[src/rtl/rtfp_pkg.sv]
// ----------------------------------------------------------------------------
// rtfp_pkg
// Types and constants shared by the radar TLV frame parser modules.
// ----------------------------------------------------------------------------
package rtfp_pkg;

    // Frame layout.
    localparam int unsigned HEADER_WORDS = 8;
    localparam int unsigned HEADER_BYTES = 4 * HEADER_WORDS;
    localparam int unsigned HPOS_W       = $clog2(HEADER_BYTES);
    localparam int unsigned HWORD_W      = $clog2(HEADER_WORDS);

    // Header word that announces the number of TLV records.
    localparam logic [HWORD_W-1:0] HDR_RECORD_COUNT = HWORD_W'(6);

    // Sync word as it appears on the wire, first byte in the top lane.
    localparam logic [63:0] SYNC_WORD = 64'h0201_0403_0605_0807;

    // Reset value of the detected-points type code.
    localparam logic [31:0] POINTS_TYPE_RESET = 32'd1;

    // Parser phase.
    typedef enum logic [1:0] {
        PH_HUNT,
        PH_HEADER,
        PH_TLVHEAD,
        PH_PAYLOAD
    } t_phase;

    // Kind of result beat.
    typedef enum logic [1:0] {
        KIND_HEADER = 2'd0,
        KIND_RECORD = 2'd1,
        KIND_LAST   = 2'd2
    } t_kind;

    // One result beat.
    typedef struct packed {
        t_kind                          kind;
        logic [HEADER_WORDS-1:0][31:0]  hdr;
        logic [31:0]                    record_type;
        logic [31:0]                    record_length;
        logic [27:0]                    point_count;
    } t_result;

endpackage

[src/rtl/rtfp_core.sv]
// ----------------------------------------------------------------------------
// rtfp_core
// Byte-wise frame parser: sync search, header capture, TLV head capture and
// payload skipping. Gives at most one result per accepted byte.
// ----------------------------------------------------------------------------
module rtfp_core (
    input  logic                  i_clk,
    input  logic                  i_rst_n,
    input  logic                  i_accept,
    input  logic [7:0]            i_data_byte,
    input  logic                  i_buffer_end,
    input  logic [31:0]           i_points_type_code,
    output logic                  o_res_valid,
    output rtfp_pkg::t_result     o_res
);
    import rtfp_pkg::*;

    // Parser state.
    t_phase                         r_phase, n_phase;
    logic [55:0]                    r_window, n_window;
    logic [HPOS_W-1:0]              r_pos, n_pos;
    logic [HEADER_WORDS-1:0][31:0]  r_hdr, n_hdr;
    logic [31:0]                    r_records_left, n_records_left;
    logic [31:0]                    r_type, n_type;
    logic [31:0]                    r_length, n_length;
    logic [31:0]                    r_payload_left, n_payload_left;

    logic [63:0]                    full_window;
    logic                           sync_hit;
    logic                           hdr_done;
    logic                           head_done;
    logic [HWORD_W-1:0]             hdr_word;
    logic [31:0]                    records_after;

    assign full_window   = {r_window, i_data_byte};
    assign sync_hit      = (full_window == SYNC_WORD);
    assign hdr_word      = r_pos[HPOS_W-1:2];
    assign hdr_done      = (r_phase == PH_HEADER) && !sync_hit
                           && (r_pos == HPOS_W'(HEADER_BYTES - 1));
    assign head_done     = (r_phase == PH_TLVHEAD) && !sync_hit && (r_pos[2:0] == 3'd7);
    assign records_after = (r_records_left != 32'd0) ? (r_records_left - 32'd1) : 32'd0;

    // Next-state logic for one byte.
    always_comb begin
        n_phase        = r_phase;
        n_window       = full_window[55:0];
        n_pos          = r_pos;
        n_hdr          = r_hdr;
        n_records_left = r_records_left;
        n_type         = r_type;
        n_length       = r_length;
        n_payload_left = r_payload_left;

        if (sync_hit) begin
            n_phase = PH_HEADER;
            n_pos   = '0;
        end else begin
            case (r_phase)
                PH_HEADER: begin
                    n_hdr[hdr_word][8*r_pos[1:0] +: 8] = i_data_byte;
                    if (hdr_done) begin
                        n_records_left = n_hdr[HDR_RECORD_COUNT];
                        n_pos          = '0;
                        n_phase        = (n_hdr[HDR_RECORD_COUNT] != 32'd0) ? PH_TLVHEAD
                                                                            : PH_HUNT;
                    end else begin
                        n_pos = r_pos + HPOS_W'(1);
                    end
                end
                PH_TLVHEAD: begin
                    if (r_pos[2] == 1'b0) begin
                        n_type[8*r_pos[1:0] +: 8] = i_data_byte;
                    end else begin
                        n_length[8*r_pos[1:0] +: 8] = i_data_byte;
                    end
                    if (head_done) begin
                        n_records_left = records_after;
                        n_payload_left = n_length;
                        n_pos          = '0;
                        if (n_length != 32'd0) begin
                            n_phase = PH_PAYLOAD;
                        end else begin
                            n_phase = (records_after != 32'd0) ? PH_TLVHEAD : PH_HUNT;
                        end
                    end else begin
                        n_pos = {{(HPOS_W-3){1'b0}}, r_pos[2:0] + 3'd1};
                    end
                end
                PH_PAYLOAD: begin
                    if (r_payload_left != 32'd0) begin
                        n_payload_left = r_payload_left - 32'd1;
                    end
                    if (n_payload_left == 32'd0) begin
                        n_pos   = '0;
                        n_phase = (r_records_left != 32'd0) ? PH_TLVHEAD : PH_HUNT;
                    end
                end
                default: begin
                    n_phase = PH_HUNT;
                    n_pos   = '0;
                end
            endcase
        end

        // A chunk end drops any partial frame and forgets the sync window.
        if (i_buffer_end) begin
            n_phase  = PH_HUNT;
            n_pos    = '0;
            n_window = '0;
        end
    end

    // Result beat for this byte.
    always_comb begin
        o_res_valid = hdr_done || head_done;
        o_res       = '0;
        if (hdr_done) begin
            o_res.kind = KIND_HEADER;
            o_res.hdr  = n_hdr;
        end else if (head_done) begin
            o_res.kind          = (r_records_left <= 32'd1) ? KIND_LAST : KIND_RECORD;
            o_res.record_type   = n_type;
            o_res.record_length = n_length;
            o_res.point_count   = (n_type == i_points_type_code) ? n_length[31:4] : 28'd0;
        end
    end

    // Control state.
    always_ff @(posedge i_clk) begin
        if (!i_rst_n) begin
            r_phase        <= PH_HUNT;
            r_window       <= '0;
            r_pos          <= '0;
            r_records_left <= '0;
            r_type         <= '0;
            r_length       <= '0;
            r_payload_left <= '0;
        end else if (i_accept) begin
            r_phase        <= n_phase;
            r_window       <= n_window;
            r_pos          <= n_pos;
            r_records_left <= n_records_left;
            r_type         <= n_type;
            r_length       <= n_length;
            r_payload_left <= n_payload_left;
        end
    end

    // Header words are always written before they are read.
    always_ff @(posedge i_clk) begin
        if (i_accept) begin
            r_hdr <= n_hdr;
        end
    end

endmodule

[src/rtl/rtfp_out_buf.sv]
// ----------------------------------------------------------------------------
// rtfp_out_buf
// Result register with a skid stage, so the input side stalls only from a
// registered flag.
// ----------------------------------------------------------------------------
module rtfp_out_buf (
    input  logic                  i_clk,
    input  logic                  i_rst_n,
    input  logic                  i_load,
    input  rtfp_pkg::t_result     i_res,
    input  logic                  i_stall,
    output logic                  o_valid,
    output rtfp_pkg::t_result     o_res,
    output logic                  o_full
);
    import rtfp_pkg::*;

    logic       r_out_valid, n_out_valid;
    logic       r_skid_valid, n_skid_valid;
    t_result    r_out, n_out;
    t_result    r_skid, n_skid;
    logic       take;

    assign take    = r_out_valid && !i_stall;
    assign o_valid = r_out_valid;
    assign o_res   = r_out;
    assign o_full  = r_skid_valid;

    // Move beats between the skid stage and the output register.
    always_comb begin
        n_out_valid  = r_out_valid;
        n_skid_valid = r_skid_valid;
        n_out        = r_out;
        n_skid       = r_skid;
        if (r_skid_valid) begin
            if (take) begin
                n_out        = r_skid;
                n_skid_valid = 1'b0;
            end
        end else if (i_load) begin
            if (!r_out_valid || take) begin
                n_out       = i_res;
                n_out_valid = 1'b1;
            end else begin
                n_skid       = i_res;
                n_skid_valid = 1'b1;
            end
        end else if (take) begin
            n_out_valid = 1'b0;
        end
    end

    always_ff @(posedge i_clk) begin
        if (!i_rst_n) begin
            r_out_valid  <= 1'b0;
            r_skid_valid <= 1'b0;
        end else begin
            r_out_valid  <= n_out_valid;
            r_skid_valid <= n_skid_valid;
        end
    end

    always_ff @(posedge i_clk) begin
        r_out  <= n_out;
        r_skid <= n_skid;
    end

endmodule

[src/rtl/radar_tlv_frame_parser_unit.sv]
// ----------------------------------------------------------------------------
// radar_tlv_frame_parser_unit
// Parses a radar sensor byte stream: sync word, 32-byte header and TLV heads.
//
//  Channel   Direction  Handshake                 Beat
//  input     in         i_valid / o_stall         one stream byte + chunk end
//  result    out        o_valid / i_stall         header or TLV record result
//  config    in         i_cfg_valid / o_cfg_ready points type code
//
// One byte is taken per cycle while o_stall is low; its result is registered in
// the output register, or in the skid stage if that register is held. The parser
// state is updated by one pass of logic per byte. Reset is synchronous and
// clears all control state; no clearing pass. A stalled result moves into a skid
// stage; o_stall rises only while that stage is occupied.
// ----------------------------------------------------------------------------
module radar_tlv_frame_parser_unit (
    input  logic         i_clk,
    input  logic         i_rst_n,
    // Byte stream
    input  logic         i_valid,
    output logic         o_stall,
    input  logic [7:0]   i_data_byte,
    input  logic         i_buffer_end,
    // Results
    output logic         o_valid,
    input  logic         i_stall,
    output logic [1:0]   o_kind,
    output logic [31:0]  o_version,
    output logic [31:0]  o_total_length,
    output logic [31:0]  o_platform,
    output logic [31:0]  o_frame_number,
    output logic [31:0]  o_cpu_cycles,
    output logic [31:0]  o_object_count,
    output logic [31:0]  o_record_count,
    output logic [31:0]  o_subframe_number,
    output logic [31:0]  o_record_type,
    output logic [31:0]  o_record_length,
    output logic [27:0]  o_point_count,
    // Configuration
    input  logic         i_cfg_valid,
    output logic         o_cfg_ready,
    input  logic [31:0]  i_cfg_points_type_code
);
    import rtfp_pkg::*;

    logic [31:0]  r_points_code;
    logic         accept;
    logic         res_valid;
    logic         buf_full;
    t_result      res;
    t_result      out_res;

    // Configuration register, always ready.
    assign o_cfg_ready = 1'b1;

    always_ff @(posedge i_clk) begin
        if (!i_rst_n) begin
            r_points_code <= POINTS_TYPE_RESET;
        end else if (i_cfg_valid) begin
            r_points_code <= i_cfg_points_type_code;
        end
    end

    assign o_stall = buf_full;
    assign accept  = i_valid && !buf_full;

    rtfp_core u_core (
        .i_clk              (i_clk),
        .i_rst_n            (i_rst_n),
        .i_accept           (accept),
        .i_data_byte        (i_data_byte),
        .i_buffer_end       (i_buffer_end),
        .i_points_type_code (r_points_code),
        .o_res_valid        (res_valid),
        .o_res              (res)
    );

    rtfp_out_buf u_out_buf (
        .i_clk   (i_clk),
        .i_rst_n (i_rst_n),
        .i_load  (accept && res_valid),
        .i_res   (res),
        .i_stall (i_stall),
        .o_valid (o_valid),
        .o_res   (out_res),
        .o_full  (buf_full)
    );

    // Result fields.
    assign o_kind            = out_res.kind;
    assign o_version         = out_res.hdr[0];
    assign o_total_length    = out_res.hdr[1];
    assign o_platform        = out_res.hdr[2];
    assign o_frame_number    = out_res.hdr[3];
    assign o_cpu_cycles      = out_res.hdr[4];
    assign o_object_count    = out_res.hdr[5];
    assign o_record_count    = out_res.hdr[6];
    assign o_subframe_number = out_res.hdr[7];
    assign o_record_type     = out_res.record_type;
    assign o_record_length   = out_res.record_length;
    assign o_point_count     = out_res.point_count;

endmodule
[config.mk]
export PLATFORM = sky130hd
export DESIGN_NAME = radar_tlv_frame_parser_unit
export DESIGN_NICKNAME = d
export VERILOG_FILES = /design/src/rtl/rtfp_pkg.sv /design/src/rtl/rtfp_core.sv /design/src/rtl/rtfp_out_buf.sv /design/src/rtl/radar_tlv_frame_parser_unit.sv
export SDC_FILE = /design/constraint.sdc
export NUM_CORES = 2
export LEC_CHECK = 0
export ABC_AREA = 1
export BUFFER_PORTS_ARGS = -buffer_cell sky130_fd_sc_hd__clkbuf_2
export CAP_MARGIN = 20
export CORE_MARGIN = 5
export CORE_UTILIZATION = 55
export DETAILED_ROUTE_END_ITERATION = 12
export PLACE_DENSITY_LB_ADDON = 0.25
export SLEW_MARGIN = 10
export SYNTH_ARGS = -nofsm -noshare
export SYNTH_HDL_FRONTEND = slang
export SYNTH_SLANG_ARGS = --single-unit
[constraint.sdc]
create_clock -name i_clk -period 23.1 [get_ports i_clk]
set_input_delay 4.62 -clock i_clk [delete_from_list [all_inputs] [get_ports i_clk]]
set_output_delay 4.62 -clock i_clk [all_outputs]
set_load 0.02 [all_outputs]
==> impl_metrics.tcl <==
set metrics [dict create \
    slew-limit-headroom_pct 23.2 \
    grtUsageMet1_pct 43.0 \
    syn_area_per_cell_um2 9.05 \
    power_density_nw_per_um2 78.0 \
    critical_path.startpoint_type "input pin" \
    crit_buf_inv 7 \
    synth_simple_gate_area_share_pct 22.8 \
    gp_congestion 0.936 \
    reg2reg_slack_ps 16820 \
    rows 114 \
    drv_slew 0 \
    post_cts_buffers 0 \
    fp.coreArea_um2 96600 \
    cp_common_cell "inv_1" \
    drc 0 \
    ys_ff_latch 1181 \
    clk_path_buf_depth 3 \
    grt_pass1_vias 38600 \
    dieArea_um2 103000 \
    syn_nets 5961 \
    required_ps 23420 \
    die_h_um 322 \
    final_hold_viol_count 0 \
    setup_viol 0 \
    finalWorstPathRequiredPeriod_ps 9560 \
    clkLatencyLatePin_ps 730 \
    post-route-period-util_pct 41.4 \
    cp_slowest_cell "buf_4" \
    setup_tns_ps 0 \
    ys_seq_area_share_pct 62.2 \
    synth-edff-count 956 \
    start_util_pct 55.3 \
    syn_to_final_growth_pct 12.8 \
    synthXorXnorAreaFrac_pct 0.213 \
    grtUsageMet2_pct 44.7 \
    power_leakage_nw 25.4 \
    grt_max_degree 153 \
    synth_warnings 0 \
    num_vias 42300 \
    drt_iter0_drc 5763 \
    antenna_found_initial 6 \
    wirelength_mm 158 \
    cts_made_buffers 117 \
    cts.htree.levels 3 \
    power.total_mw 4.69 \
    routedWlPerCell_um 20.9 \
    yosys.cell_types.count 44 \
    ir_worst_vdd_mv 0.0605 \
    cts_tree "done" \
    synth_top_family_by_area "simple AND/OR/NAND/NOR gates" \
    io_buffer_count 397 \
    cpPeakStageDelay_ps 830 \
    synthAdderAreaFrac_pct 0.375 \
    synthCells 5899 \
    crit_chain "clkbuf_2, inv_1, nand4_1, nor2_1, nand2_1, nor2_2, nand2_2, nand2_2, inv_1, nand2_1, a21oi_1, inv_1, nor2_4, buf_4, buf_12, buf_4" \
    finalClockSkew_ps 39.9 \
    cts_resized 0 \
    critPathMaxFanout 152 \
    final_antenna_net_count 0 \
    setup.worst_path.class "input pin to flop" \
    grtUsageTotal_pct 29.5 \
    max_cap_viol_count 0 \
    crit_family "buffers and inverters" \
    clock-sinks 1181 \
    synthMuxAreaShare_pct 0.0398 \
    drt-pass1-iter-count 9 \
    holdCritPathClass "flop to flop" \
    globalRoute.totalOverflow 0 \
    drive_gt1_share_pct 11.5 \
    crit_arrival_ps 9880 \
    rsz0062_at_grt "no" \
    finalNetCount 6242 \
    synthArstFlopShare_pct 0 \
    synth_compound_area_share_pct 8.39 \
    synth_area_um2 53400 \
    clock.fmax_mhz 105 \
    top_usage_layer "met2" \
    clk_pin_slew_ps 60 \
    status "complete, no violations" \
    use_met3_pct 5.11 \
    synth_ff_type "edfxtp_1" \
    ios 399 \
    end_kind "flop" \
    hpwl_mm 102 \
    grt_pass1_wl_mm 235 \
    fp.dieW_um 322 \
    worst_slew_pin_slew_ps 1140 \
    cts_root_buffer "clkbuf_16" \
    viasPerCell 5.60 \
    postCtsHoldBufs 0 \
]
synthesized netlist by cell type (14+ instances only):
library cell | instances | share of area (%)
a211oi_1 | 50 | 0.70
a21oi_1 | 176 | 1.6
buf_1 | 34 | 0.24
buf_2 | 42 | 0.39
clkbuf_1 | 206 | 1.4
dfxtp_1 | 225 | 8.4
edfxtp_1 | 956 | 54
ha_1 | 16 | 0.37
inv_1 | 490 | 3.4
inv_2 | 19 | 0.13
nand2_1 | 1921 | 14
nand3_1 | 187 | 1.8
nand3b_1 | 19 | 0.27
nand4_1 | 32 | 0.37
nor2_1 | 750 | 5.3
nor3_1 | 38 | 0.36
nor4_2 | 14 | 0.33
o21ai_0 | 475 | 4.5
o21ai_1 | 123 | 1.2
tightest hold or removal path: cells and delay by family, from the launching register on:
kind,cells,cell delay (ps)
flops,1,300
buf+inv,1,60
compound gates,1,60
final timing paths:
| path | startpoint | endpoint | cells past startpoint |
|---|---|---|---|
| min | r_points_code[11] | r_points_code[11] | 2 |
| max | i_data_byte[3] | u_out_buf.r_skid[206] | 16 |
| min reg2reg | r_points_code[11] | r_points_code[11] | 2 |
| max reg2reg | u_core.r_phase[0] | u_out_buf.r_skid[206] | 12 |
cell type report:
cell class	count	area (um^2)
fill	8069	36400
sequential	1181	33200
tap	1276	1600
multi-input combinational	3904	17100
clock inverter	55	480
timing repair buffer	460	2570
clock buffer	158	3270
inverter	516	1950
antenna	2	5.00
stage by stage:
step	hold WS [ps]	instances	setup slack, ps	util (%)	cell area, um^2
6_report	473	7552	13540	62.4	60200
5_1_grt	497	7551	13100	62.3	60200
4_1_cts	474	7544	13670	62.2	60100
3_5_place_dp	463	7331	12930	58.3	56300
3_3_place_gp	459	7327	12790	58.3	56300
2_1_floorplan	448	5899	1730	-	53400
registers in the layout (all words and copies together) (netlist names):
| register | flops |
|---|---|
| u_out_buf.o_full | 1 |
| u_core.r_pos | 5 |
| u_out_buf.r_skid | 350 |
| u_core.r_type | 32 |
| u_core.r_phase | 2 |
| u_out_buf.o_res | 350 |
| u_core.r_payload_left | 32 |
| u_core.r_hdr | 256 |
| r_points_code | 32 |
| u_core.r_records_left | 32 |
| u_out_buf.o_valid | 1 |
| u_core.r_length | 32 |
| u_core.r_window | 56 |
cell usage in the layout (no fill, tap or decap), types with 10 or more instances in the layout:
master / n
nor3_2: 11
edfxtp_1: 956
clkbuf_16: 121
inv_1: 489
inv_2: 18
a21oi_1: 175
clkbuf_1: 27
dfxtp_1: 224
nand4_1: 32
o21ai_0: 475
nor4_4: 10
nor3_1: 38
nand3b_1: 19
o21ai_1: 122
o21a_1: 12
clkbuf_2: 396
ha_1: 15
nand2_1: 1919
buf_4: 55
clkinv_1: 21
nand3_1: 187
a211oi_1: 50
clkinv_2: 23
clkbuf_8: 11
nand2_2: 10
nor2_1: 749
power breakdown:
part	internal (mW)	switching [mW]
Clock	1.07	0.822
Combinational	0.125	0.323
Sequential	2.33	0.0280
routing by layer:
layer | wire, um | up-vias | share of wire, %
li1 | - | 20000 | -
met1 | 65400 | 19900 | 41
met2 | 70200 | 2132 | 44
met3 | 16300 | 278 | 10
met4 | 6130 | 2 | 3.9
met5 | 13 | - | 0.0082
logic make-up (layout without fill, tap and decap cells):
kind of cell,count (synthesis),in the layout
AND/OR/NAND/NOR,3015,3015
AO/OA/AOI/OAI,857,857
flip-flops,1181,1181
other,1,3
multiplexers,2,2
adder cells (fa/ha/maj),16,16
buffers and inverters,814,1189
XOR/XNOR,13,13
(Power assumes the default switching activity.)
